### src/sv/ljpf_pkg.sv
package ljpf_pkg;

  localparam int POS_FRAC_BITS_DEF = 24;
  localparam int POS_W  = 32;
  localparam int OUT_W  = 48;
  localparam int COEF_W = 16;
  localparam int Q_W    = 48;
  localparam int APB_AW = 4;
  localparam int APB_DW = 32;

  localparam logic [63:0] FLOOR_Q60 = 64'd115292151;
  localparam logic [63:0] POS_LIM   = 64'h0000_7FFF_FFFF_FFFF;
  localparam logic [63:0] NEG_LIM   = 64'h0000_8000_0000_0000;

  localparam logic [POS_W-1:0]  BOX_RST    = 32'd167772160;
  localparam logic [31:0]       CUTOFF_RST = 32'd409600;
  localparam logic [COEF_W-1:0] FCOEF_RST  = 16'd12288;
  localparam logic [COEF_W-1:0] ECOEF_RST  = 16'd1024;

  typedef enum logic [1:0] {
    REG_BOX,
    REG_CUTOFF,
    REG_FCOEF,
    REG_ECOEF
  } reg_idx_t;

  // one wrapped displacement component
  typedef struct packed {
    logic             neg;
    logic [POS_W-1:0] mag;
  } disp_t;

  // clamp a magnitude into the signed output range and apply the sign
  function automatic logic [OUT_W-1:0] sat_out(input logic [63:0] mag, input logic ovf,
                                               input logic neg);
    logic [63:0] m;
    if (neg) begin
      m = (ovf || mag > NEG_LIM) ? NEG_LIM : mag;
      return OUT_W'(64'd0 - m);
    end else begin
      m = (ovf || mag > POS_LIM) ? POS_LIM : mag;
      return OUT_W'(m);
    end
  endfunction

endpackage

### src/sv/ljpf_wrap.sv
module ljpf_wrap (
  input  logic                      clk,
  input  logic                      en,
  input  logic [ljpf_pkg::POS_W-1:0] a,
  input  logic [ljpf_pkg::POS_W-1:0] b,
  input  logic [ljpf_pkg::POS_W-1:0] box_len,
  output ljpf_pkg::disp_t           disp
);
  import ljpf_pkg::*;

  localparam int STEPS = POS_W;

  logic [POS_W-1:0] m0;
  logic             n0;
  logic [POS_W-1:0] rem [STEPS];
  logic [POS_W-1:0] dvd [STEPS];
  logic             nn  [STEPS];
  logic [POS_W-1:0] r;
  logic             up;

  // raw difference magnitude and sign
  always_ff @(posedge clk) begin
    if (en) begin
      n0 <= a < b;
      m0 <= (a < b) ? b - a : a - b;
    end
  end

  // remainder by the box length, one dividend bit per stage
  for (genvar j = 0; j < STEPS; j++) begin : g_step
    logic [POS_W-1:0] rem_in;
    logic [POS_W-1:0] dvd_in;
    logic             n_in;
    logic [POS_W:0]   t;
    if (j == 0) begin : g_first
      assign rem_in = '0;
      assign dvd_in = m0;
      assign n_in   = n0;
    end else begin : g_next
      assign rem_in = rem[j-1];
      assign dvd_in = dvd[j-1];
      assign n_in   = nn[j-1];
    end
    assign t = {rem_in, dvd_in[POS_W-1]};
    always_ff @(posedge clk) begin
      if (en) begin
        if (t >= {1'b0, box_len}) begin
          rem[j] <= POS_W'(t - {1'b0, box_len});
        end else begin
          rem[j] <= t[POS_W-1:0];
        end
        dvd[j] <= dvd_in << 1;
        nn[j]  <= n_in;
      end
    end
  end

  assign r  = rem[STEPS-1];
  assign up = {r, 1'b0} >= {1'b0, box_len};

  // nearest image: fold the remainder at or past half a box
  always_ff @(posedge clk) begin
    if (en) begin
      if (box_len == '0 || !up) begin
        disp.mag <= r;
        disp.neg <= nn[STEPS-1] && (r != '0);
      end else begin
        disp.mag <= box_len - r;
        disp.neg <= !nn[STEPS-1];
      end
    end
  end

endmodule

### config.mk
export PLATFORM = sky130hd
export DESIGN_NAME = ljpf_wrap
export DESIGN_NICKNAME = d
export VERILOG_FILES = /design/src/sv/ljpf_pkg.sv /design/src/sv/ljpf_wrap.sv
export SDC_FILE = /design/constraint.sdc
export NUM_CORES = 2
export LEC_CHECK = 0
export BUFFER_PORTS_ARGS = -buffer_cell sky130_fd_sc_hd__buf_4
export CAP_MARGIN = 20
export CORE_MARGIN = 8
export CORE_UTILIZATION = 62
export CTS_CLUSTER_SIZE = 20
export DETAILED_ROUTE_END_ITERATION = 7
export PLACE_DENSITY = 0.78
export SYNTH_ARGS = -nofsm -noshare
export SYNTH_HDL_FRONTEND = slang
export SYNTH_SLANG_ARGS = --single-unit
export TNS_END_PERCENT = 100
### constraint.sdc
create_clock -name clk -period 9.05 [get_ports clk]
set_input_delay 1.81 -clock clk [delete_from_list [all_inputs] [get_ports clk]]
set_output_delay 1.81 -clock clk [all_outputs]
set_load 0.1 [all_outputs]
; ---- Word-level counts from Yosys, hierarchy flattened
; Memories as Yosys holds them, arrays and structs flattened.
; Index checks and enable logic that the tools add are counted.
[word_totals]
out_inout_bits = 33
input_bits = 98
mem_bits_ro = 0
word_cells = 342
mem_bits_rw = 2048
reg_bits = 66
memories = 3
latchBits = 0
[classes]
n_mul = 0
magnitude_cmp = 34
addsub = 35
n_bitwise = 32
shifts = 0
reduce_logical = 6
div_mod_pow = 0
n_eq_ne = 0
muxes = 228
[memory_table]
columns = memory, words, word_bits, rd, rd_ports_with_merged_regs, wr, line_no
row1 = rem, 32, 32, 32, 0, 32, ljpf_wrap.sv:15  ; logic [POS_W-1:0] rem [STEPS];
row2 = dvd, 32, 31, 31, 0, 32, ljpf_wrap.sv:16  ; logic [POS_W-1:0] dvd [STEPS];
row3 = nn, 32, 1, 32, 0, 32, ljpf_wrap.sv:17  ; logic nn [STEPS];
[ops]
columns = cell, count
row1 = $sub 32x32->32, 34
row2 = $ge 33x32->1, 32
row3 = $mux 32, 33
row4 = $mux 1, 194
row5 = $mux 33, 1
row6 = $ge 1x32->1, 1
row7 = $logic_not 32->1, 1
row8 = $lt 32x32->1, 1
row9 = $or 1x1->1, 32
row10 = $reduce_bool 32->1, 1
row11 = $sub 1x32->32, 1
row12 = $logic_not 1->1, 2
row13 = $logic_and 1x1->1, 1
row14 = $logic_or 1x1->1, 1

; ---- Depth between registers and ports, before layout
; An unclocked memory read counts as a cell.
[logic_depth]
depth_word = 6
mapped_depth = 15
ltp_nobuf = 15

; ---- Worst setup path after synthesis
; No wires, ideal clock.
[synth_timing]
path_type = input to register
startpoint = input box_len[1] (netlist name)
endpoint = memory rem[25][23] (netlist: rem[1][311]) (data pin)
setup_slack_ns = 2.006
n_path_buf = 1
t_arrival_ns = 6.782
path_stages = 14
t_required_ns = 8.788
setup_time_ns = 0.262
cell_sequence = inv_1 > ha_1 > nand2b_1 > a21oi_1 > or4_1 > a211o_1 > nand2_1 > o41ai_2 > a2111oi_4 > o21ai_1 > o21ai_1 > a41o_2 > buf_6 > mux2_1
[synth_lines]
columns = element, line_no
row1 = start: declaration, ljpf_wrap.sv:6  ; input logic [ljpf_pkg::POS_W-1:0] box_len,
row2 = end: declaration, ljpf_wrap.sv:15

==> metrics.md <==
| Metric | Value |
|---|---|
| Critical path arrival | `between 6 and 7 ns` |
| Dpl hpwl | `241000 um` |
| WL/cell | `23.8 um` |
| Starting density of the core | `between 60% and 70%` |
| Chip height | `around 450 um` |
| RePlAce Congestion | `between 0.9 and 1` |
| Max cap viols | `0` |
| Syn Area/Cell | `between 10 and 15 um^2` |
| Horizontal extent of the die | `approximately 450 um` |
| CTS buffer count | `roughly 180` |
| Relative slew slack | `25.7%` |
| H-Tree Level Count | `4` |
| DIE AREA | `between 0.15 and 0.2 mm^2` |
| Power density over the cells | `around 380 mW/mm^2` |
| Number of remaining DRC errors | `9` |
| Fraction of registers with async set/reset | `0%` |
| Skew-Pair Late Insertion Delay | `between 0.8 and 0.9 ns` |
| Synth-to-layout area growth | `8.84%` |
| Number of antenna violations at the first check in global routing | `10` |
| CP Data Required Time | `just under 10 ns` |
| Iteration-0 DRC count of the detailed router | `around 9.5k` |
| Layout cells sized above 1 | `under 10%` |
| Setup Fix Bufs, Post-CTS | `0` |
| Number of enable flip-flop cells after synthesis | `~1.6k` |
| Failing checks | `design-rule violations` |
| Max Buffers Root-to-Sink | `3` |
| Post-route worst setup slack | `slightly above 3 ns` |
| Combined area of all synthesized cells | `roughly 0.11 mm^2` |
| Final slew viol count | `0` |
| Layout fillers | `around 14k` |
| Unrepaired setup endpoints after global routing | `false` |
| Critical Path Slowest Stage Cell | `sky130_fd_sc_hd__inv_2` |
| Number of port buffers | `130` |
| Via count | `approximately 91k` |
| Clock tree from TritonCTS | `yes` |
| GR Util All Layers | `about a third` |
| Number of resized instances in the post-cts repair step | `0` |
| Count of nets after finishing | `12.7k` |
| Run status | `finished with violations` |
| Kind of start point of the critical path | `input port` |
| Critical path class | `in2reg` |
| Clock sink total | `around 1.6k` |
| Number of antenna-violating nets in the routed design | `0` |
| Area inside the core boundary | `~0.18 mm^2` |
| Aggregate routed wire length | `about 330000 um` |
| Max incr delay on CP | `0.68 ns` |
| Final hold vios | `0` |
| Worst-path clk slew | `~0.06 ns` |
| Syn_nets | `12.6k` |
| Total negative setup slack | `0 ns` |
| Hold WS | `around 0.38 ns` |
| Skew final | `around 0.07 ns` |
| Top Ports | `around 130` |
| Chain of cells forming the critical path | `buf_4 > inv_2 > buf_4 > ha_1 > nand4_1 > nor3_1 > o31ai_1 > a31oi_1 > a2111oi_0 > o21ba_2 > o21ai_0 > a31oi_1 > o21ai_4 > buf_4 > mux2_2` |
| Biggest fanout along the worst timing path | `30` |
| Flop and latch count out of synthesis | `1618` |
| Number of optimization iterations in the first detailed-route pass | `8` |
| Post-layout minimum cycle time | `about 6.0 ns` |
| Via density per instance | `~6.5` |
| Library cell appearing most often on the critical path | `sky130_fd_sc_hd__buf_4` |
| Overall overflow remaining after global route | `0` |
| Setup-violating endpoint count in the final report | `0` |
| Commonest register cell after synthesis | `sky130_fd_sc_hd__edfxtp_1` |
| Register-to-Register Path Depth | `11` |
| Leakage power summed over all cells | `roughly 50 nW` |
| Worst Hold Class | `reg2reg` |
| Tightest Pin Transition | `between 1 and 1.5 ns` |
| Cell count after synthesis | `11.3k` |
| Root buffer cell | `sky130_fd_sc_hd__clkbuf_16` |
| Synthesis Warnings | `0` |
| Maximum number of pins on one net before global-route repair | `~190` |
| Worst setup timing slack at the placement stage | `2.25 ns` |
| Crit share post-route | `roughly two thirds` |
| Cell depth of the worst min-delay path | `0` |
| Number of hold buffers added after CTS | `0` |
| Peak VDD IR | `approximately 0.00024 V` |
| Maximum frequency from static timing analysis | `~170 MHz` |
| Yosys cell types | `92` |
| Share of the yosys chip area belonging to registers | `between 40% and 50%` |
| Nature of the critical path endpoint | `flop` |
| Global-route wire length before repair | `504000 um` |
| Vias in the first global route | `~87k` |
| Site row count | `157` |
metrics by stage:
stage | std cells | util [%] | cell area, um^2 | total power, mW
CTS | 14000 | 67.9 | 124000 | 47.0
global route | 14000 | 68.0 | 124000 | 50.4
floorplan | 11300 | - | 114000 | 33.0
finish | 14000 | 68.0 | 124000 | 47.4
detailed placement | 13700 | 64.7 | 118000 | 39.4
global placement | 13700 | 64.7 | 118000 | 38.8
worst max-delay path: cells and delay by family:
| family | cells | cell delay (ns) |
|---|---|---|
| AOI/OAI and AO/OA | 7 | 2.10 |
| buffers and inverters | 4 | 1.65 |
| and+or+nand+nor | 2 | 0.37 |
| adders and majority gates | 1 | 0.28 |
| muxes | 1 | 0.39 |
placed cells by master (no fill, tap or decap), types with 45 or more instances in the layout:
| cell | synthesis | layout |
|---|---|---|
| sky130_fd_sc_hd__edfxtp_1 | 1618 | 1618 |
| sky130_fd_sc_hd__a21oi_1 | 1177 | 1172 |
| sky130_fd_sc_hd__ha_1 | 1119 | 1119 |
| sky130_fd_sc_hd__nand2_1 | 940 | 940 |
| sky130_fd_sc_hd__o21ai_0 | 892 | 892 |
| sky130_fd_sc_hd__nor2_1 | 811 | 810 |
| sky130_fd_sc_hd__xnor2_1 | 579 | 579 |
| sky130_fd_sc_hd__a21o_1 | 557 | 557 |
| sky130_fd_sc_hd__inv_1 | 422 | 391 |
| sky130_fd_sc_hd__xor2_1 | 355 | 355 |
| sky130_fd_sc_hd__mux2_2 | 270 | 270 |
| sky130_fd_sc_hd__buf_4 | 1 | 235 |
| sky130_fd_sc_hd__nand3_1 | 204 | 204 |
| sky130_fd_sc_hd__nand4_1 | 175 | 175 |
| sky130_fd_sc_hd__clkbuf_16 | 0 | 175 |
| sky130_fd_sc_hd__nor2b_1 | 148 | 148 |
| sky130_fd_sc_hd__o21bai_1 | 138 | 138 |
| sky130_fd_sc_hd__nor3_1 | 132 | 131 |
| sky130_fd_sc_hd__o21a_1 | 130 | 130 |
| sky130_fd_sc_hd__nand2b_1 | 129 | 129 |
| sky130_fd_sc_hd__a31oi_1 | 118 | 114 |
| sky130_fd_sc_hd__and3_1 | 96 | 96 |
| sky130_fd_sc_hd__a211oi_1 | 94 | 94 |
| sky130_fd_sc_hd__o31ai_1 | 60 | 59 |
| sky130_fd_sc_hd__o211ai_1 | 58 | 58 |
| sky130_fd_sc_hd__nor4_1 | 53 | 53 |
| sky130_fd_sc_hd__or3_1 | 45 | 45 |
routing by layer:
| metal | GRT usage [%] | share of wire, % | up-vias |
|---|---|---|---|
| li1 | - | - | 42700 |
| met1 | 41.4 | 40 | 43500 |
| met2 | 51.8 | 45 | 3951 |
| met3 | 5.24 | 7.9 | 987 |
| met4 | 19.5 | 7.1 | 6 |
| met5 | 0 | 0.012 | - |
cells by family after synthesis:
family / share of synthesized area [%]
buffers and inverters: 2.55
DFF: 42.5
adders and majority gates: 12.8
and+or+nand+nor: 11.8
AOI/OAI and AO/OA: 19.4
muxes: 3.66
xor gates and xnor gates: 7.16
cell usage after synthesis (43+ instances only):
cell | number | area [um^2]
sky130_fd_sc_hd__nor2b_1 | 148 | 926
sky130_fd_sc_hd__a21oi_1 | 1177 | 5890
sky130_fd_sc_hd__a21o_1 | 557 | 4180
sky130_fd_sc_hd__xor2_1 | 355 | 3110
sky130_fd_sc_hd__nand2_1 | 940 | 3530
sky130_fd_sc_hd__mux2_2 | 270 | 3040
sky130_fd_sc_hd__buf_2 | 43 | 215
sky130_fd_sc_hd__nor4_1 | 53 | 332
sky130_fd_sc_hd__and3_1 | 96 | 601
sky130_fd_sc_hd__nand3_1 | 204 | 1020
sky130_fd_sc_hd__ha_1 | 1119 | 14000
sky130_fd_sc_hd__nor3_1 | 132 | 661
sky130_fd_sc_hd__o31ai_1 | 60 | 450
sky130_fd_sc_hd__edfxtp_1 | 1618 | 48600
sky130_fd_sc_hd__clkbuf_1 | 272 | 1020
sky130_fd_sc_hd__o21a_1 | 130 | 976
sky130_fd_sc_hd__o21ai_0 | 892 | 4460
sky130_fd_sc_hd__nor2_1 | 811 | 3040
sky130_fd_sc_hd__a211oi_1 | 94 | 706
sky130_fd_sc_hd__nand4_1 | 175 | 1090
sky130_fd_sc_hd__nand2b_1 | 129 | 807
sky130_fd_sc_hd__a31oi_1 | 118 | 738
sky130_fd_sc_hd__o21bai_1 | 138 | 1040
sky130_fd_sc_hd__or3_1 | 45 | 282
sky130_fd_sc_hd__xnor2_1 | 579 | 5070
sky130_fd_sc_hd__inv_1 | 422 | 1580
sky130_fd_sc_hd__o211ai_1 | 58 | 435
registers in the layout, indices dropped and copies added (netlist names):
signal	cells
disp	33
dvd	496
g_step.dvd_in	32
g_step.n_in	1
nn	32
rem	1024
power breakdown:
group          internal (mW)  leakage (nW)  switching (mW)
Sequential              12.5          15.8            2.23
Combinational           10.8          31.4            14.6
Clock                   4.07          2.78            3.24
area by class of cell:
type / count / area (um^2) / area share [%]
clock inverter: 117 / 1340 / 1.08
timing repair buffer: 256 / 2200 / 1.77
tap: 2464 / 3080 / 2.48
antenna: 8 / 20.0 / 0.0161
multi-input combinational: 8954 / 63100 / 50.7
inverter: 422 / 1590 / 1.28
sequential: 1618 / 48600 / 39.1
clock buffer: 205 / 4490 / 3.61
path summary, 6_finish.rpt:
path	from	end	slack, ns
setup reg to reg	rem[0][192]$_DFFE_PP_	rem[0][227]$_DFFE_PP_	4.45
hold reg to reg	dvd[0][429]$_DFFE_PP_	dvd[0][461]$_DFFE_PP_	0.38
setup / recovery	box_len[5]	rem[1][44]$_DFFE_PP_	3.03
hold / removal	dvd[0][429]$_DFFE_PP_	dvd[0][461]$_DFFE_PP_	0.38
No activity file was read; power rests on OpenSTA's default activity.
